<file path="src/design/tfr_pkg.sv">
// ----------------------------------------------------------------------------
// tfr_pkg: shared types and constants for the thrust-to-RPM converter
// Field widths, internal datapath widths, register indexes and the records
// that travel with an item through the square-root and divider cell rows.
// ----------------------------------------------------------------------------
package tfr_pkg;

   // Default curve mode: nonzero selects coefficient mode, zero physical mode.
   localparam int CURVE_MODE_DEF = 1;

   localparam int COEF_W  = 32;
   localparam int CLAMP_W = 16;
   localparam int FORCE_W = 24;
   localparam int SURGE_W = 16;
   localparam int RPM_W   = 16;
   localparam int IDX_W   = 3;

   // Datapath widths; the terms and the root are at 2^-32, the discriminant at 2^-64.
   localparam int B_W     = 48;            // signed linear term
   localparam int C_W     = 49;            // signed constant term
   localparam int RAD_W   = 94;            // discriminant
   localparam int ROOT_W  = RAD_W / 2;     // square root, one bit per cell
   localparam int SQ_REM_W = ROOT_W + 3;   // partial remainder of the root
   localparam int NUM_W   = 54;            // magnitude of the numerator
   localparam int DEN_W   = 41;            // magnitude of 2a

   typedef enum logic [IDX_W-1:0] {
      REG_FWD_QUAD  = 3'd0,
      REG_FWD_LIN   = 3'd1,
      REG_FWD_CONST = 3'd2,
      REG_BWD_QUAD  = 3'd3,
      REG_BWD_LIN   = 3'd4,
      REG_BWD_CONST = 3'd5,
      REG_RPM_CEIL  = 3'd6,
      REG_RPM_FLOOR = 3'd7
   } csr_idx_type;

   localparam logic signed [CLAMP_W-1:0] CEIL_RST  = 16'sh7FFF;
   localparam logic signed [CLAMP_W-1:0] FLOOR_RST = 16'sh8000;

   // Item record carried through the square-root row.
   typedef struct packed {
      logic                  neg;
      logic                  err;
      logic                  zero;
      logic                  last;
      logic signed [B_W-1:0] b;
   } sq_tag_type;

   // Item record carried through the divider row.
   typedef struct packed {
      logic neg;
      logic err;
      logic zero;
      logic last;
      logic qneg;
   } dv_tag_type;

endpackage

</file>
<file path="src/design/tfr_sqrt_cell.sv">
// ----------------------------------------------------------------------------
// tfr_sqrt_cell: one step of the digit-by-digit integer square root
// Takes two radicand bits, settles one root bit and passes the rest on.
// ----------------------------------------------------------------------------
module tfr_sqrt_cell (
   input  logic                              clock,
   input  logic                              reset,
   input  logic                              en,
   input  logic                              in_valid,
   input  logic [tfr_pkg::SQ_REM_W-1:0]      in_rem,
   input  logic [tfr_pkg::ROOT_W-1:0]        in_root,
   input  logic [tfr_pkg::RAD_W-1:0]         in_rad,
   input  tfr_pkg::sq_tag_type               in_tag,
   output logic                              out_valid,
   output logic [tfr_pkg::SQ_REM_W-1:0]      out_rem,
   output logic [tfr_pkg::ROOT_W-1:0]        out_root,
   output logic [tfr_pkg::RAD_W-1:0]         out_rad,
   output tfr_pkg::sq_tag_type               out_tag
);

   logic                           valid_ff;
   logic [tfr_pkg::SQ_REM_W-1:0]   rem_ff, rem_in, shifted, trial;
   logic [tfr_pkg::ROOT_W-1:0]     root_ff, root_in;
   logic [tfr_pkg::RAD_W-1:0]      rad_ff, rad_in;
   tfr_pkg::sq_tag_type            tag_ff;
   logic                           fits;

   always_comb begin
      shifted = {in_rem[tfr_pkg::SQ_REM_W-3:0], in_rad[tfr_pkg::RAD_W-1 -: 2]};
      trial   = {1'b0, in_root, 2'b01};
      fits    = (shifted >= trial);
      rem_in  = fits ? (shifted - trial) : shifted;
      root_in = {in_root[tfr_pkg::ROOT_W-2:0], fits};
      rad_in  = {in_rad[tfr_pkg::RAD_W-3:0], 2'b00};
   end

   always_ff @(posedge clock) begin
      if (reset) begin
         valid_ff <= 1'b0;
      end else if (en) begin
         valid_ff <= in_valid;
      end
   end

   always_ff @(posedge clock) begin
      if (en) begin
         rem_ff  <= rem_in;
         root_ff <= root_in;
         rad_ff  <= rad_in;
         tag_ff  <= in_tag;
      end
   end

   assign out_valid = valid_ff;
   assign out_rem   = rem_ff;
   assign out_root  = root_ff;
   assign out_rad   = rad_ff;
   assign out_tag   = tag_ff;

endmodule

</file>
<file path="config.mk">
export PLATFORM = sky130hd
export DESIGN_NAME = tfr_sqrt_cell
export DESIGN_NICKNAME = d
export VERILOG_FILES = /design/src/design/tfr_pkg.sv /design/src/design/tfr_sqrt_cell.sv
export SDC_FILE = /design/constraint.sdc
export NUM_CORES = 1
export LEC_CHECK = 0
export BUFFER_PORTS_ARGS = -buffer_cell sky130_fd_sc_hd__buf_4
export CAP_MARGIN = 5
export CORE_AREA = 5 5 187 189
export CTS_BUF_LIST = sky130_fd_sc_hd__clkbuf_2
export CTS_CLUSTER_SIZE = 14
export DETAILED_ROUTE_END_ITERATION = 10
export DIE_AREA = 0 0 192 194
export PLACE_DENSITY_LB_ADDON = 0.05
export SLEW_MARGIN = 20
export SYNTH_ARGS = -nofsm -noshare
export SYNTH_HDL_FRONTEND = slang
export SYNTH_SLANG_ARGS = --single-unit
</file>
<file path="constraint.sdc">
create_clock -name clock -period 3.4 [get_ports clock]
set_input_delay 0.34 -clock clock [delete_from_list [all_inputs] [get_ports clock]]
set_output_delay 0.34 -clock clock [all_outputs]
set_load 0.01 [all_outputs]
</file>
; ---- Word level (Yosys, flattened, before mapping)
; Index checks and enable logic that the tools add are counted.
[word_totals]
out_inout_bits = 244
regBits = 242
[classes]
add_sub_neg = 1
mux = 1
n_lt_le_gt_ge = 1
[op_table]
columns = cell, n
row1 = 50-bit by 49-bit greater-or-equal comparator with 1-bit output, 1
row2 = 50-bit 2-to-1 mux, 1
row3 = 50-bit by 49-bit subtractor with 50-bit output, 1

; ---- Longest topological paths before layout
; Gate-level depths: netlist of run 1.
[depth]
ltp_word = 2
mapped_depth = 12
depth_no_buf = 11

; ---- Worst setup path after synthesis of run 1
; Ideal clock, no wire load.
[synth_timing]
path_kind = input port to flip-flop
start = in in_root[0] in the netlist's numbering
end = reg rem_ff (netlist bit out_rem[10]) (data pin)
setup_slack_ns = 0.493
path_buffers = 1
stages = 12
t_arrival_ns = 2.647
required_ns = 3.140
path_cell_list = inv_1 > ha_1 > nor2b_1 > o31a_1 > nor3_1 > o31ai_2 > a41o_1 > a32o_1 > o21ai_2 > nand2_2 > buf_6 > mux2_4
[synth_between]
elab_chain_cells = 2
word_cells_on_any_way = 3
cone_classes = add/sub (1) / order compare (1) / mux (1)
[synth_lines]
columns = item, line_no
row1 = from (decl), tfr_sqrt_cell.sv:11  ; input logic [tfr_pkg::ROOT_W-1:0] in_root,
row2 = 50-bit by 49-bit subtractor with 50-bit output / 50-bit by 49-bit greater-or-equal comparator with 1-bit output (equally long branches), "tfr_sqrt_cell.sv:32, tfr_sqrt_cell.sv:31"
row3 = 50-bit 2-to-1 mux *, tfr_sqrt_cell.sv:32  ; rem_in = fits ? (shifted - trial) : shifted;
row4 = via rem_in (one bit), tfr_sqrt_cell.sv:22  ; logic [tfr_pkg::SQ_REM_W-1:0] rem_ff, rem_in, shifted, trial;
row5 = to (signal assigned), tfr_sqrt_cell.sv:47  ; rem_ff <= rem_in;
row6 = to (decl), tfr_sqrt_cell.sv:22
; The timed path passes the listed nets; every way through them passes the cells marked *.
; A chain may end at the register's enable or synchronous reset.

; ---- Worst setup path after layout of run 1
[layout_timing]
start = in in_root[1] in the netlist's numbering
end = reg rem_ff (netlist bit out_rem[49]) (data pin)
; Same word-level chain as after synthesis.

==> results of run 1 <==
[flip-flops by register name, indices dropped and copies added, names as in the netlist]
signal and cells:
out_rad 92, out_root 47, out_tag 52, out_rem 50, out_valid 1
[layer usage]
metal  vias to the layer above  share of wire (%)  global-route usage [%]
met4                         0                3.1                    8.56
met3                        66                8.3                    6.32
met2                       351                 51                    34.6
met5                         -                  0                       0
met1                      4431                 38                    22.5
li1                       4628                  -                       -
[placed cells by master (no fill, tap or decap), drive strengths merged, types with 13 or more instances in the layout]
cell           n
buf          527
dlygate4sd3  247
edfxtp       241
clkbuf        97
inv           56
a21oi         49
ha            49
mux2          48
nand2         45
o21ai         32
nor2          31
a21o          29
xnor2         26
xor2          19
clkinv        13
[area by class of cell]
| class | instances | area [um^2] | share of cell area [%] |
|---|---|---|---|
| clock inverter | 17 | 131 | 0.699 |
| timing repair buffer | 774 | 6500 | 34.6 |
| inverter | 56 | 210 | 1.12 |
| antenna | 5 | 12.5 | 0.0666 |
| tap | 448 | 561 | 2.98 |
| sequential | 242 | 7260 | 38.6 |
| multi-input combinational | 459 | 3630 | 19.3 |
| clock buffer | 97 | 485 | 2.58 |
[worst max-delay path: stages]
cell	delay, ns
dlygate4sd3_1	0.57
buf_4	0.12
inv_1	0.04
ha_1	0.28
o21a_1	0.19
a2bb2oi_1	0.13
buf_4	0.16
a311oi_2	0.34
buf_4	0.19
o32ai_4	0.10
nand4bb_1	0.21
nand3_1	0.15
nor3b_2	0.07
nor3_1	0.15
mux2_2	0.35
dlygate4sd3_1	0.55
[cell families (layout without fill, tap and decap cells)]
kind of cell	after synthesis	count (layout)	share of synthesized area (%)
simple gates	144	144	6.36
compound gates	168	168	9.94
buf+inv	75	944	2.93
other cells	1	7	0.0336
fa+ha+maj	49	49	5.49
flops	242	242	65.0
xor+xnor	45	45	3.53
mux	51	51	6.69
[what timing repair did]
| action | CTS | global route |
|---|---|---|
| buffers inserted | 0 | 0 |
| gates resized for setup | 0 | 7 |
| hold buffers | 247 | 0 |
| setup endpoints to repair | 0 | 2 |
| hold endpoints to repair | 308 | 0 |
[metrics by stage]
step | setup WS, ns | total power [W] | cell area [um^2] | std cells
after CTS | 0.0385 | 0.00813 | 18700 | 2093
after detailed placement | 0.0522 | 0.00564 | 15600 | 1732
after global placement | 0.0404 | 0.00563 | 15600 | 1732
after floorplan | 0.493 | 0.00464 | 11200 | 776
after global routing | 0.00347 | 0.00848 | 18800 | 2098
final | 0.119 | 0.00801 | 18800 | 2098
[power breakdown]
part | total [W] | switching (W) | internal (W) | leakage, nW
Clock | 0.00218 | 0.00127 | 0.000914 | 0.459
Combinational | 0.00212 | 0.000944 | 0.00118 | 5.63
Sequential | 0.00370 | 0.0000821 | 0.00362 | 2.37
Total | 0.00801 | 0.00229 | 0.00572 | 8.46
[worst paths after layout]
kind / from / endpoint / slack, ns
max: in_root[1] / out_rem[49]$_DFFE_PP_ / 0.12
min: in_root[30] / out_root[31]$_DFFE_PP_ / 0.16
max reg2reg: out_valid$_SDFFE_PP0P_ / out_valid$_SDFFE_PP0P_ / 2.26
min reg2reg: out_valid$_SDFFE_PP0P_ / out_valid$_SDFFE_PP0P_ / 1.05
==> metrics.yaml, run 1 <==
status:
  status: "completed"
timing:
  hold_slack_ns: 0.162
  hold_viol: 0
  worstMarginPinSlew_ns: 0.599
  finalCriticalPeriod_ns: 3.28
  fmax_mhz: 305
  setup_viol: 0
  grt_setup_unrepaired: "no"
  setup-tns-final_ns: 0
  relSlewSlack_pct: 60.1
  period_share_pct: 96.5
  drv_slew: 0
  fin_skew_ns: 0
floorplan:
  io_pins: 491
  core_region_area_um2: 33100
  chipHeight_um: 194
  die_area_um2: 37200
  initial_utilization_pct: 33.7
  die_x_um: 192
  fp-row-count: 67
yosys:
  yosys_warnings: 0
  synth_edf_count: 241
  ys_ff_latch: 242
  avgSynthCellArea_um2: 14.4
  ys_types: 61
  synth_cells: 775
  synth.area.top_cells: "edfxtp_1 (65%), mux2_4 (6.3%), ha_1 (5.5%), a21oi_1 (2.2%), xnor2_1 (2.0%)"
  synth_top_area_share_pct: 64.8
  async_reset_ff_share_pct: 0
  synth_top_area_cell: "edfxtp_1"
  syn_area_um2: 11200
  synth_most_common_cell: "edfxtp_1"
  synth_top_cells_by_count: "edfxtp_1 (241), inv_1 (55), a21oi_1 (49), ha_1 (49), mux2_4 (47)"
  ys.flop_type: "edfxtp_1"
  yosysSeqAreaShare_pct: 65.0
clock_tree:
  cts.path.max_buffers: 3
  path_clk_slew_ns: 0.10
  clk_latency_ns: 0.86
  cts_buffers: 68
  cts_tree: "done"
  cts_root_buffer: "clkbuf_2"
  clock-sinks: 242
  htreeDepth: 3
final_layout:
  final_util_pct: 56.7
  area_delta_synth_final_pct: 68.3
  nNetsFinal: 1897
  drive_gt1_share_pct: 42.4
  n_fill_cell: 2830
pwr:
  p_per_area_nw_per_um2: 426
  ir_drop_mv: 0.212
  cellLeakagePower_nw: 8.46
grt:
  grt_remaining_overflow: 0
  gr-usage-all-layers_pct: 19.9
  grt_first_pass_wirelength_mm: 57.8
  antenna_found_initial: 5
  grt_pass1_vias: 10200
  grt_max_degree: 73
detailed_routing:
  drt_iter0_markers: 327
  wire_per_inst_um: 18.4
  via_count: 9476
  wl_mm: 38.7
  ant_nets: 0
  via_per_inst: 4.52
  drc: 0
  dr.pass1.iters: 4
worst_hold_path:
  hold_path_depth: 2
  hold_class: "input pin to flip-flop"
setup_path:
  cp-end-kind: "flip-flop"
  reg2regPathDepth: 3
  path_class: "input pin to flip-flop"
  cp.required_ns: 4.05
  start_kind: "input pin"
  cp_max_fo: 5
  arrival_ns: 3.93
placement:
  portBuffers: 486
  dp_hpwl_mm: 28.5
  routabilityCongestion: 0.827
flow_run:
  maxCapViolCount: 0
(Power assumes the default switching activity.)
==> inputs of run 2 (changes only) <==
Settings changed: ABC_AREA set to 1, CORE_AREA 5 5 187 189 to 5 5 190 192, DIE_AREA 0 0 192 194 to 0 0 195 197, MAX_ROUTING_LAYER set to met4.
==> metrics.yaml, run 2 <==
status:
  status: "completed"
setup_path:
  cp_max_fo: 38
  crit_family: "buffers and inverters"
  timing.critical_path.cells: "dlygate4sd3_1, buf_4, ha_1, nand2_1, inv_1, a21oi_1, nand2_1, nand2_1, nand2_1, nand2_1, nand3_4, inv_6, buf_12, o21ai_2, dlygate4sd3_1"
  slowest_delay_ns: 0.57
  cpMostUsedCell: "nand2_1"
  arrival_ns: 3.65
  start_kind: "input pin"
  crit_slowest_cell: "dlygate4sd3_1"
  reg2regPathDepth: 3
  path_class: "input pin to flip-flop"
  r2r-start: "out_valid$_SDFFE_PP0P_"
  worst-r2r-setup-slack_ns: 2.24
  cp.required_ns: 4.05
  cp-end-kind: "flip-flop"
  worstPathBufferInverterCount: 6
  r2r_end: "out_valid$_SDFFE_PP0P_"
yosys:
  avgSynthCellArea_um2: 9.17
  synth_cells: 1370
  ys_types: 35
  syn_area_um2: 12600
  synth_top_area_cell: "edfxtp_1"
  async_reset_ff_share_pct: 0
  yosysSeqAreaShare_pct: 57.7
  synth_top_area_share_pct: 57.6
  synth_top_cells_by_count: "nand2_1 (496), inv_1 (276), edfxtp_1 (241)"
  ys.flop_type: "edfxtp_1"
  yosys_warnings: 0
  synth_edf_count: 241
  synth.area.top_cells: "edfxtp_1 (58%), nand2_1 (15%), inv_1 (8.2%), ha_1 (4.9%), nor2_1 (2.4%)"
  synth_most_common_cell: "nand2_1"
  ys_ff_latch: 242
timing:
  drv_slew: 0
  finalCriticalPeriod_ns: 3.01
  hold_viol: 0
  fin_skew_ns: 0
  hold_slack_ns: 0.128
  grt_setup_unrepaired: "no"
  setup-tns-final_ns: 0
  period_share_pct: 88.5
  setup_viol: 0
  fmax_mhz: 333
pwr:
  pwr-share-seq_pct: 46.4
  cellLeakagePower_nw: 9.80
  power.internal_w: 0.00546
  power.switching_w: 0.00250
  swShare_pct: 31.4
  clock_power_share_pct: 26.3
  pwr-share-comb_pct: 27.3
  ir_drop_mv: 0.238
  p_per_area_nw_per_um2: 399
detailed_routing:
  wl_mm: 49.5
  drc: 0
  via_count: 11900
  ant_nets: 0
  dr.pass1.iters: 6
  via_per_inst: 4.44
  wire_per_inst_um: 18.4
  drt_iter0_markers: 529
worst_hold_path:
  hold_path_depth: 2
  hold_class: "input pin to flip-flop"
  hold_start: "in_tag[49]"
  min_to: "out_tag[49]$_DFFE_PP_"
floorplan:
  core_region_area_um2: 34200
  initial_utilization_pct: 36.8
  die_x_um: 195
  fp-row-count: 68
  io_pins: 491
  chipHeight_um: 197
  die_area_um2: 38400
placement:
  portBuffers: 486
  routabilityCongestion: 0.940
  dp_hpwl_mm: 38.3
grt:
  gr-usage-all-layers_pct: 25.6
  grt_first_pass_wirelength_mm: 72.7
  grt_remaining_overflow: 0
  antenna_found_initial: 3
  grt_max_degree: 72
  grt_pass1_vias: 12100
clock_tree:
  clock-sinks: 242
  path_clk_slew_ns: 0.10
  cts_buffers: 68
  htreeDepth: 3
  post_cts_buffers: 0
  clk_latency_ns: 0.90
  cts.path.max_buffers: 3
  cts_tree: "done"
  cts_root_buffer: "clkbuf_2"
flow_run:
  maxCapViolCount: 0
final_layout:
  final_cell_mix: "nand2_1 (496), buf_4 (488), inv_1 (276), dlygate4sd3_1 (253), edfxtp_1 (241)"
  largest_reg_flops: 92
  nNetsFinal: 2472
  final_common_cell: "nand2_1"
  drive_gt1_share_pct: 29.4
  area_delta_synth_final_pct: 58.5
[run 2: kinds of logic (layout without fill, tap and decap cells)]
family,after synthesis,after routing,share of synthesized area (%)
AOI/OAI and AO/OA,63,63,3.32
DFF,242,242,57.7
other,1,7,0.0298
muxes,1,1,0.0796
xor gates and xnor gates,26,26,1.81
and+or+nand+nor,694,694,22.8
buffers and inverters,294,1145,9.37
adders and majority gates,49,49,4.88
[run 2: worst max-delay path by stage]
| stage | startpoint | endpoint | cells after the start |
|---|---|---|---|
| 6_report | in_rem[23] | out_rem[3]$_DFFE_PP_ | 15 |
| 5_1_grt | in_root[22] | out_rem[3]$_DFFE_PP_ | 17 |
| 4_1_cts | in_root[20] | out_rem[3]$_DFFE_PP_ | 16 |
| 3_5_place_dp | in_rem[7] | out_rem[14]$_DFFE_PP_ | 15 |
| 3_3_place_gp | in_rem[6] | out_rem[8]$_DFFE_PP_ | 15 |
| 2_1_floorplan | in_root[3] | out_rem[9]$_DFFE_PP_ | 15 |
[run 2: layout make-up]
cell class / count / area (um^2)
tap: 455 / 569
sequential: 242 / 7260
antenna: 5 / 12.5
inverter: 283 / 1070
timing repair buffer: 746 / 6290
clock inverter: 22 / 119
fill: 3125 / 14300
clock buffer: 94 / 470
multi-input combinational: 835 / 4140
[run 2: power by group through the flow]
stage	sequential [W]	clock (W)	combinational, W
3_3_place_gp	0.00375	0	0.00191
6_report	0.00370	0.00209	0.00217
2_1_floorplan	0.00391	0	0.000738
3_5_place_dp	0.00376	0	0.00192
5_1_grt	0.00372	0.00236	0.00236
4_1_cts	0.00369	0.00218	0.00219
[run 2: layer usage]
metal  part of all wire (%)  GRT usage (%)  wire [um]
met5                      0              -          0
met4                    3.2           9.72       1560
met3                    5.9           5.52       2900
met2                     50           43.5      24600
met1                     41           30.1      20400
[run 2: per-stage QoR]
step | setup WS [ns] | total power (W) | utilization, % | instances | area [um^2]
after floorplan | 1.32 | 0.00465 | - | 1371 | 12600
after global placement | 0.624 | 0.00566 | 49.1 | 2308 | 16800
after detailed placement | 0.640 | 0.00568 | 49.1 | 2308 | 16800
after CTS | 0.557 | 0.00806 | 58.2 | 2677 | 19900
after global routing | 0.273 | 0.00844 | 58.2 | 2681 | 19900
final | 0.393 | 0.00796 | 58.3 | 2682 | 19900
[run 2: what timing repair did]
item,in CTS,in global routing
endpoints found under the hold margin,297,0
setup endpoints to repair,0,0
hold buffers,253,0
gates resized for setup,0,0
