**config.mk**
```make
export PLATFORM = sky130hd
export DESIGN_NAME = tfr_div_cell
export DESIGN_NICKNAME = d
export VERILOG_FILES = /design/src/design/tfr_pkg.sv /design/src/design/tfr_div_cell.sv
export SDC_FILE = /design/constraint.sdc
export NUM_CORES = 1
export LEC_CHECK = 0
export ABC_AREA = 0
export ABC_CLOCK_PERIOD_IN_PS = 3000
export BUFFER_PORTS_ARGS = -buffer_cell sky130_fd_sc_hd__buf_2
export CAP_MARGIN = 20
export CELL_PAD_IN_SITES_DETAIL_PLACEMENT = 1
export CELL_PAD_IN_SITES_GLOBAL_PLACEMENT = 2
export CORE_UTILIZATION = 27
export DETAILED_ROUTE_END_ITERATION = 8
export PLACE_DENSITY_LB_ADDON = 0.1
export SLEW_MARGIN = 0
export SYNTH_ARGS = -nofsm -noshare
export SYNTH_HDL_FRONTEND = slang
export SYNTH_SLANG_ARGS = --single-unit
export TNS_END_PERCENT = 10
```
**constraint.sdc**
```tcl
create_clock -name clock -period 3 [get_ports clock]
set_input_delay 0.3 -clock clock [delete_from_list [all_inputs] [get_ports clock]]
set_output_delay 0.3 -clock clock [all_outputs]
set_load 0.05 [all_outputs]
```
**src/design/tfr_pkg.sv**
```systemverilog
// ----------------------------------------------------------------------------
// tfr_pkg: shared types and constants for the thrust-to-RPM converter
// Field widths, internal datapath widths, register indexes and the records
// that travel with an item through the square-root and divider cell rows.
// ----------------------------------------------------------------------------
package tfr_pkg;

   // Default curve mode: nonzero selects coefficient mode, zero physical mode.
   localparam int CURVE_MODE_DEF = 1;

   localparam int COEF_W  = 32;
   localparam int CLAMP_W = 16;
   localparam int FORCE_W = 24;
   localparam int SURGE_W = 16;
   localparam int RPM_W   = 16;
   localparam int IDX_W   = 3;

   // Datapath widths; the terms and the root are at 2^-32, the discriminant at 2^-64.
   localparam int B_W     = 48;            // signed linear term
   localparam int C_W     = 49;            // signed constant term
   localparam int RAD_W   = 94;            // discriminant
   localparam int ROOT_W  = RAD_W / 2;     // square root, one bit per cell
   localparam int SQ_REM_W = ROOT_W + 3;   // partial remainder of the root
   localparam int NUM_W   = 54;            // magnitude of the numerator
   localparam int DEN_W   = 41;            // magnitude of 2a

   typedef enum logic [IDX_W-1:0] {
      REG_FWD_QUAD  = 3'd0,
      REG_FWD_LIN   = 3'd1,
      REG_FWD_CONST = 3'd2,
      REG_BWD_QUAD  = 3'd3,
      REG_BWD_LIN   = 3'd4,
      REG_BWD_CONST = 3'd5,
      REG_RPM_CEIL  = 3'd6,
      REG_RPM_FLOOR = 3'd7
   } csr_idx_type;

   localparam logic signed [CLAMP_W-1:0] CEIL_RST  = 16'sh7FFF;
   localparam logic signed [CLAMP_W-1:0] FLOOR_RST = 16'sh8000;

   // Item record carried through the square-root row.
   typedef struct packed {
      logic                  neg;
      logic                  err;
      logic                  zero;
      logic                  last;
      logic signed [B_W-1:0] b;
   } sq_tag_type;

   // Item record carried through the divider row.
   typedef struct packed {
      logic neg;
      logic err;
      logic zero;
      logic last;
      logic qneg;
   } dv_tag_type;

endpackage

```
**src/design/tfr_div_cell.sv**
```systemverilog
// ----------------------------------------------------------------------------
// tfr_div_cell: one step of restoring unsigned division
// Shifts one numerator bit into the remainder and settles one quotient bit.
// ----------------------------------------------------------------------------
module tfr_div_cell (
   input  logic                           clock,
   input  logic                           reset,
   input  logic                           en,
   input  logic                           in_valid,
   input  logic [tfr_pkg::DEN_W-1:0]      in_rem,
   input  logic [tfr_pkg::NUM_W-1:0]      in_nq,
   input  logic [tfr_pkg::DEN_W-1:0]      in_den,
   input  tfr_pkg::dv_tag_type            in_tag,
   output logic                           out_valid,
   output logic [tfr_pkg::DEN_W-1:0]      out_rem,
   output logic [tfr_pkg::NUM_W-1:0]      out_nq,
   output logic [tfr_pkg::DEN_W-1:0]      out_den,
   output tfr_pkg::dv_tag_type            out_tag
);

   logic                          valid_ff;
   logic [tfr_pkg::DEN_W-1:0]     rem_ff, rem_in, den_ff;
   logic [tfr_pkg::NUM_W-1:0]     nq_ff, nq_in;
   logic [tfr_pkg::DEN_W:0]       shifted, diff;
   tfr_pkg::dv_tag_type           tag_ff;
   logic                          fits;

   // The numerator drains out of the top of nq while quotient bits fill it
   // from the bottom.
   always_comb begin
      shifted = {in_rem, in_nq[tfr_pkg::NUM_W-1]};
      fits    = (shifted >= {1'b0, in_den});
      diff    = shifted - {1'b0, in_den};
      rem_in  = fits ? diff[tfr_pkg::DEN_W-1:0] : shifted[tfr_pkg::DEN_W-1:0];
      nq_in   = {in_nq[tfr_pkg::NUM_W-2:0], fits};
   end

   always_ff @(posedge clock) begin
      if (reset) begin
         valid_ff <= 1'b0;
      end else if (en) begin
         valid_ff <= in_valid;
      end
   end

   always_ff @(posedge clock) begin
      if (en) begin
         rem_ff <= rem_in;
         nq_ff  <= nq_in;
         den_ff <= in_den;
         tag_ff <= in_tag;
      end
   end

   assign out_valid = valid_ff;
   assign out_rem   = rem_ff;
   assign out_nq    = nq_ff;
   assign out_den   = den_ff;
   assign out_tag   = tag_ff;

endmodule

```
Word-level counts from Yosys, hierarchy flattened
Cells that the tools add are included. Widths: inputs -> output; s select.

Shifts and indexed selects: 0. Mux-type cells: 1. $add $sub $neg: 1. Reductions and logical operators: 0. Bitwise logic cells: 0. Equality and inequality tests: 0. Multipliers: 0. Divide/modulo/power cells: 0. Magnitude comparators: 1.

Operator list (count): $ge 42x41->1 (1); $mux 41 (1); $sub 41x41->41 (1).

Logic and storage cells: 12. ROM bits: 0. Bits in latches: 0. Register bits after elaboration: 142. Bits of input ports: 145. Output and inout port bits: 142. Bits in writable memories: 0. Memories kept: 0.

Depth between registers and ports, before layout
Gate-level depths: netlist of run 1.

Word-level depth: 2. Mapped depth: 14. Depth with buffers taken out: 12.

Worst setup path before layout of run 1
No wires, ideal clock.

Path kind: input -> register. Start: in in_nq[53] (netlist name). End: reg rem_ff (netlist bit out_rem[14]), data pin. Slack: -0.132 ns. Stages: 13. Setup time: 0.260 ns. Arrival: 2.872 ns. Path buffers: 2. Required time: 2.740 ns. Path through: inv_1 > ha_1 > inv_1 > fa_1 > a21o_1 > a22o_1 > o31a_1 > a2111o_1 > o21ai_1 > o311a_4 > buf_6 > buf_2 > mux2_2.

Cells in the longest elaborated chain, start to end: 2. Elaborated cells on any way between the ends: 3. Those cells by class: add/sub (1); order compare (1); mux (1).

Ends and longest elaborated chain: start: declaration (line tfr_div_cell.sv:11) `input logic [tfr_pkg::NUM_W-1:0] in_nq,`; $sub 41x41->41 / $ge 42x41->1 (equally long branches) (line tfr_div_cell.sv:33, tfr_div_cell.sv:32); $mux 41 * (line tfr_div_cell.sv:34) `rem_in = fits ? diff[tfr_pkg::DEN_W-1:0] : shifted[tfr_pkg::DEN_W-1:0];`; named net rem_in (one bit) (line tfr_div_cell.sv:22) `logic [tfr_pkg::DEN_W-1:0] rem_ff, rem_in, den_ff;`; end signal: assignment (line tfr_div_cell.sv:48) `rem_ff <= rem_in;`; end: declaration (line tfr_div_cell.sv:22).

The timed path passes the listed nets; every way through them passes the cells marked *. A chain may end at the register's enable or synchronous reset.

Worst setup path in the final report of run 1
Start: in in_nq[53] (netlist name). End: reg rem_ff (netlist bit out_rem[40]), data pin.

Same word-level chain as after synthesis.

==> results.cfg, run 1 <==
[detailed_routing]
via_per_inst = 4.604
drcViolationCount = 0
firstDrtPassIters = 4
ant_nets = 0
vias = 6445
wl_per_cell_um = 17.29
drtIter0Drc = 224
finalWirelength_mm = 24.20

[run_status]
outcome = finished, final reports clean

[die]
die_x_um = 166.9
initial_core_util = 0.2740
die_area_sq_mm = 0.02787
core_area_sq_mm = 0.02680
ioPinCount = 287
die_height_um = 166.9
rows = 60

[yosys]
synthFlopType = edfxtp_1
yosysWarningCount = 0
ys_top_cells_by_area = edfxtp_1 58%, ha_1 7.0%, o21ai_0 4.0%
synth.distinct_cells = 65
synth_edf_count = 141
synth_sequential_area_ratio = 0.5792
ys_top_cells_by_count = 141 x edfxtp_1, 72 x nand2_1, 58 x o21ai_0
syn_area_sq_mm = 0.007345
avgSynthCellArea_sq_um = 11.48
yosysMostFrequentCell = edfxtp_1
async_reset_ff_frac = 0
ys_seq_elements = 142
syn_nets = 827
yosys.area.top_type = edfxtp_1
synth_cells = 640
synth_top_area_share = 0.5765

[clocking]
cts_buffers = 17
clk_path_buf_depth = 2
cts_tree = yes
h-tree-depth = 4
clkTransAtPathRegs_ns = 0.07
cts_sinks = 142
clk_latency_ns = 0.42
postCtsHoldBufs = 0
root_buffer = clkbuf_16

[finish]
nNetsFinal = 1232
final_util = 0.3979
finalInstanceArea_sq_mm = 0.01067
fin_cells = 1400
drive_above_1_share = 0.4329
area_delta_synth_final_pct = 45.21

[global_routing]
overflow = 0
grt_pass1_vias = 6728
grt_pass1_wl_mm = 37.24
grt_max_degree = 56
track_usage = 0.1740
antenna_found_initial = 2

[timing]
finalMaxSlewViolations = 0
setup-tns-final_ns = 0
slew_headroom = 0.6292
worst_slew_pin_slew_ns = 0.5562
setup_viol = 0
final.period_utilization = 0.9304
rsz0062_at_grt = no
post-route-min-period_ns = 2.791
hold_violations = 0
fin_skew_ns = 0
fmax_ghz = 0.3583

[worst_setup_path]
r2r-start = out_valid$_SDFFE_PP0P_
start_kind = primary input
crit_path_max_incr_delay_ns = 0.34
cp.arrival_ns = 2.97
rrSetupSlack_ns = 2.41
reg2reg_to = out_valid$_SDFFE_PP0P_
crit_path_end_kind = flop
crit_required_ns = 3.18
path_max_fanout = 2
reg2reg_depth = 2
path_class = in2reg
cp_cell_sequence = buf_2 > inv_1 > ha_1 > inv_1 > fa_2 > a21o_1 > buf_4 > a311oi_2 > buf_4 > o21ba_2 > o2111ai_1 > and3_1 > nor4_2 > xor2_1 > o21ai_0
slowest_stage = fa_2

[power]
p_per_area_mw_per_mm2 = 620.2
leakagePower_nw = 4.788
p_total_mw = 6.615
ir_worst_vdd_mv = 0.2518

[min_path]
hold_start = reset
min_path_cells = 2
hold_path.class = in2reg
hold-path-endpoint = out_valid$_SDFFE_PP0P_

[placed_design]
place.gp.congestion = 0.7716
port_buffers = 286
dp_cells = 1367
placed_area_sq_mm = 0.01007
post-dp-hpwl_mm = 19.39

[flow_run]
cap_violations = 0
==> critical path: cells and delay by family <==
kind	cells	cell delay (ns)
AND/OR/NAND/NOR	2	0.53
AO/OA/AOI/OAI	5	0.95
XOR/XNOR	1	0.20
adder cells (fa/ha/maj)	2	0.49
buffers and inverters	5	0.51
==> layer usage <==
| metal | global-route usage | wire length, um | vias up |
|---|---|---|---|
| met1 | 0.2154 | 10870 | 3041 |
| li1 | - | - | 3194 |
| met5 | 0 | 17 | - |
| met3 | 0.03683 | 1175 | 20 |
| met4 | 0.04509 | 229 | 2 |
| met2 | 0.3054 | 11900 | 188 |
==> what timing repair did <==
| item | CTS | global route |
|---|---|---|
| endpoints found under the setup margin | 1 | 4 |
| resized for setup | 1 | 2 |
| setup buffers | 0 | 0 |
| pin swaps | 0 | 0 |
==> cell type report <==
class                   count  area (sq um)
diodes                      1         2.502
clock buffers              17         425.4
repair buffers            408          2391
flip-flops and latches    142          4254
multi-input cells         419          2806
inverters                  57         214.0
clock inverters            15         145.1
fillers                  3046         16140
well taps                 341         426.7
==> report_power, final <==
| group | internal, mW | switching (mW) |
|---|---|---|
| Clock | 1.10 | 1.01 |
| Sequential | 2.43 | 0.0475 |
| Combinational | 0.662 | 1.37 |
==> per-stage QoR <==
stage	worst slack, ns	hold WS [ns]
final	0.2089	0.02485
after global placement	-0.4196	0.4589
after floorplan	0.01497	0.3724
after global routing	0.01840	0.01231
after detailed placement	-0.4523	0.4595
after CTS	0.09311	0.003489
==> registers in the layout (all words and copies together), names as in the netlist <==
register / cells
out_nq: 54
out_rem: 41
out_valid: 1
out_tag: 5
out_den: 41
==> kinds of logic after synthesis <==
group                      after synthesis  share of synthesized area
AOI/OAI and AO/OA                      180                     0.1561
and+or+nand+nor                        157                     0.1003
DFF                                    142                     0.5792
buffers and inverters                   79                    0.04208
adders and majority gates               42                    0.07257
xor gates and xnor gates                33                    0.03935
muxes                                    7                    0.01039
==> placed cells by master (no fill, tap or decap), types with 3 or more instances in the layout <==
master | synthesis | routed
buf_2 | 4 | 285
edfxtp_1 | 141 | 141
buf_4 | 0 | 119
nand2_1 | 72 | 72
o21ai_0 | 58 | 58
inv_1 | 57 | 57
a21oi_1 | 47 | 47
ha_1 | 41 | 41
nor2_1 | 29 | 29
xnor2_1 | 19 | 19
clkbuf_16 | 0 | 17
a21o_1 | 14 | 14
xor2_1 | 14 | 14
nand4_1 | 11 | 11
nor3_1 | 10 | 10
o211ai_1 | 10 | 10
nand3_1 | 9 | 9
inv_6 | 0 | 7
nand2b_1 | 6 | 6
o21bai_1 | 6 | 6
mux2_2 | 5 | 5
o21a_1 | 5 | 5
a211o_1 | 4 | 4
nor4_1 | 4 | 3
a311oi_1 | 5 | 3
and3_1 | 3 | 3
buf_12 | 0 | 3
==> how the worst max path moves through the flow <==
stage              start  depth (start not counted)  slack, ns                    end
2_1_floorplan  in_nq[53]                         13       0.01  out_rem[14]$_DFFE_PP_
3_3_place_gp   in_nq[53]                         15      -0.42  out_rem[40]$_DFFE_PP_
3_5_place_dp   in_nq[53]                         15      -0.45  out_rem[40]$_DFFE_PP_
4_1_cts        in_nq[53]                         15       0.09  out_rem[40]$_DFFE_PP_
5_1_grt        in_nq[53]                         15       0.02  out_rem[40]$_DFFE_PP_
6_report       in_nq[53]                         15       0.21  out_rem[40]$_DFFE_PP_
Note: power is estimated with default switching activity, not from simulation.
==> run 2: changes to the inputs <==
--- a/config.mk
+++ b/config.mk
@@ -6,12 +6,13 @@
 export NUM_CORES = 1
 export LEC_CHECK = 0
 export ABC_AREA = 0
-export ABC_CLOCK_PERIOD_IN_PS = 3000
+export ABC_CLOCK_PERIOD_IN_PS = 3200
 export BUFFER_PORTS_ARGS = -buffer_cell sky130_fd_sc_hd__buf_2
 export CAP_MARGIN = 20
 export CELL_PAD_IN_SITES_DETAIL_PLACEMENT = 1
 export CELL_PAD_IN_SITES_GLOBAL_PLACEMENT = 2
-export CORE_UTILIZATION = 27
+export CORE_UTILIZATION = 31
+export CTS_BUF_LIST = sky130_fd_sc_hd__clkbuf_2
 export DETAILED_ROUTE_END_ITERATION = 8
 export PLACE_DENSITY_LB_ADDON = 0.1
 export SLEW_MARGIN = 0
==> constraint.sdc (replaced) <==
create_clock -name clock -period 3.2 [get_ports clock]
set_input_delay 0.32 -clock clock [delete_from_list [all_inputs] [get_ports clock]]
set_output_delay 0.32 -clock clock [all_outputs]
set_load 0.05 [all_outputs]
==> run 2 against run 1 <==
Wire length increased by 7.7%. First-iteration DRC count is 60% higher. Register-to-register slack worse by 0.38 ns. Sequential power shrank 6%. Global-route usage grew 4.1 points. Non-clock buffer count rose by 72. Worst setup slack worse by 0.13 ns.
==> results.cfg, run 2 (synthesis results as in run 1) <==
[detailed_routing]
firstDrtPassIters = 4
via_per_inst = 4.706
finalWirelength_mm = 26.06
wl_per_cell_um = 18.04
drcViolationCount = 0
ant_nets = 0
drtIter0Drc = 359
vias = 6800

[worst_setup_path]
timing.critical_path.buf_inv = 5
worstSetupEndpoint = out_rem[14]$_DFFE_PP_
cp.arrival_ns = 3.56
crit_path_max_incr_delay_ns = 0.54
crit_required_ns = 3.64
crit_start = in_nq[53]
start_kind = primary input
slowest_stage = dlygate4sd3_1
cp_top_family = compound AO/OA/AOI/OAI gates
crit_path_end_kind = flop
reg2reg_to = out_valid$_SDFFE_PP0P_
cp_cell_sequence = dlygate4sd3_1 > buf_2 > inv_1 > ha_1 > inv_1 > fa_1 > a21o_1 > a22o_1 > o31a_1 > a2111o_1 > o21ai_1 > o311a_4 > buf_12 > mux2_2
reg2reg_depth = 3
rrSetupSlack_ns = 2.03
cp_num_cells = 14
r2r-start = out_valid$_SDFFE_PP0P_
path_class = in2reg
path_max_fanout = 16
worst_path_most_repeated_cell = inv_1

[min_path]
hold_path.class = in2reg

[timing]
fmax_ghz = 0.3200
slew_headroom = 0.3709
setup_slack_ns = 0.07521
hold_violations = 0
fin_skew_ns = 0
worst_slew_pin_slew_ns = 0.9437
finalMaxSlewViolations = 0
rsz0062_at_grt = no
setup_viol = 0
post-route-min-period_ns = 3.125
final.period_utilization = 0.9765

[global_routing]
overflow = 0
grt_pass1_vias = 7429
grt_max_degree = 92
grt_pass1_wl_mm = 39.91
track_usage = 0.2148
antenna_found_initial = 1

[die]
die_x_um = 155.9
die_area_sq_mm = 0.02431
rows = 55
ioPinCount = 287
initial_core_util = 0.3205
core_area_sq_mm = 0.02292
die_height_um = 155.9

[finish]
drive_above_1_share = 0.3389
area_delta_synth_final_pct = 52.81
nNetsFinal = 1304
finalInstanceArea_sq_mm = 0.01122
fin_cells = 1445
largest_register_ff_count = 54
final_util = 0.4898
layout_commonest_cell = buf_2
final_cell_mix = 285 x buf_2, 142 x dlygate4sd3_1, 141 x edfxtp_1, 72 x nand2_1, 58 x o21ai_0

[clocking]
clk_path_buf_depth = 2
cts_buffers = 17
cts_setup_buffers = 0
root_buffer = clkbuf_2
clkTransAtPathRegs_ns = 0.27
clk_latency_ns = 0.72
cts_sinks = 142
h-tree-depth = 4
cts_tree = yes
cts_resized = 0

[power]
p_sw_frac = 0.3957
p_total_mw = 5.503
leakagePower_nw = 4.938
seqPwrFrac = 0.424
power.share.clock = 0.224
ir_worst_vdd_mv = 0.1974
p_sw_mw = 2.178
power_frac_comb = 0.353
p_per_area_mw_per_mm2 = 490.3
p_int_mw = 3.325

[placed_design]
post-dp-hpwl_mm = 18.76
placed_area_sq_mm = 0.009519
dp_cells = 1269
dp_slack_ns = -0.06832
port_buffers = 286
place.gp.congestion = 0.8269

[flow_run]
cap_violations = 0

[run_status]
outcome = finished, final reports clean
run 2: worst register-to-register path, stage by stage (launching register included):
cell and delay (ns):
dfxtp_1 0.38, mux2i_1 0.12, nor2_1 0.06, dlygate4sd3_1 0.55
run 2: metrics by stage:
step | hold slack [ns] | setup TNS [ns]
4_1_cts | 0.1198 | 0
6_report | 0.1301 | 0
2_1_floorplan | 0.3924 | 0
3_3_place_gp | 0.4778 | -0.008759
5_1_grt | 0.08576 | 0
3_5_place_dp | 0.4879 | -0.7825
run 2: worst min-delay path by stage:
stage,from,end,slack (ns),cells past startpoint
detailed placement,reset,out_valid$_SDFFE_PP0P_,0.49,2
global route,en,out_rem[34]$_DFFE_PP_,0.09,1
floorplan,reset,out_valid$_SDFFE_PP0P_,0.39,1
CTS,en,out_nq[8]$_DFFE_PP_,0.12,1
finish,en,out_den[39]$_DFFE_PP_,0.13,1
global placement,out_valid$_SDFFE_PP0P_,out_valid$_SDFFE_PP0P_,0.48,2
run 2: timing repair:
action | 4_1_cts | 5_1_grt
setup endpoints to repair | 0 | 0
hold endpoints to repair | 141 | 0
hold buffers | 142 | 0
run 2: power by group through the flow:
stage / combinational, mW / clock, mW / sequential (mW)
finish: 1.94 / 1.23 / 2.33
global route: 2.07 / 1.34 / 2.35
CTS: 1.95 / 1.27 / 2.33
detailed placement: 1.80 / 0 / 2.37
global placement: 1.78 / 0 / 2.37
floorplan: 0.522 / 0 / 3.04
run 2: final cells by class:
cell class / count / area, sq um
Tap cell: 313 / 391.6
Clock inverter: 15 / 192.7
Inverter: 57 / 214.0
Clock buffer: 17 / 85.08
Fill cell: 2649 / 11690
Timing Repair Buffer: 480 / 3299
Sequential cell: 142 / 4254
Multi-Input combinational cell: 419 / 2781
Antenna cell: 2 / 5.005
run 2: layer usage:
layer  track usage  wire, um
met4       0.05696       402
met1        0.2555     11050
met5             0         0
met2        0.3929     13340
met3       0.04139      1266
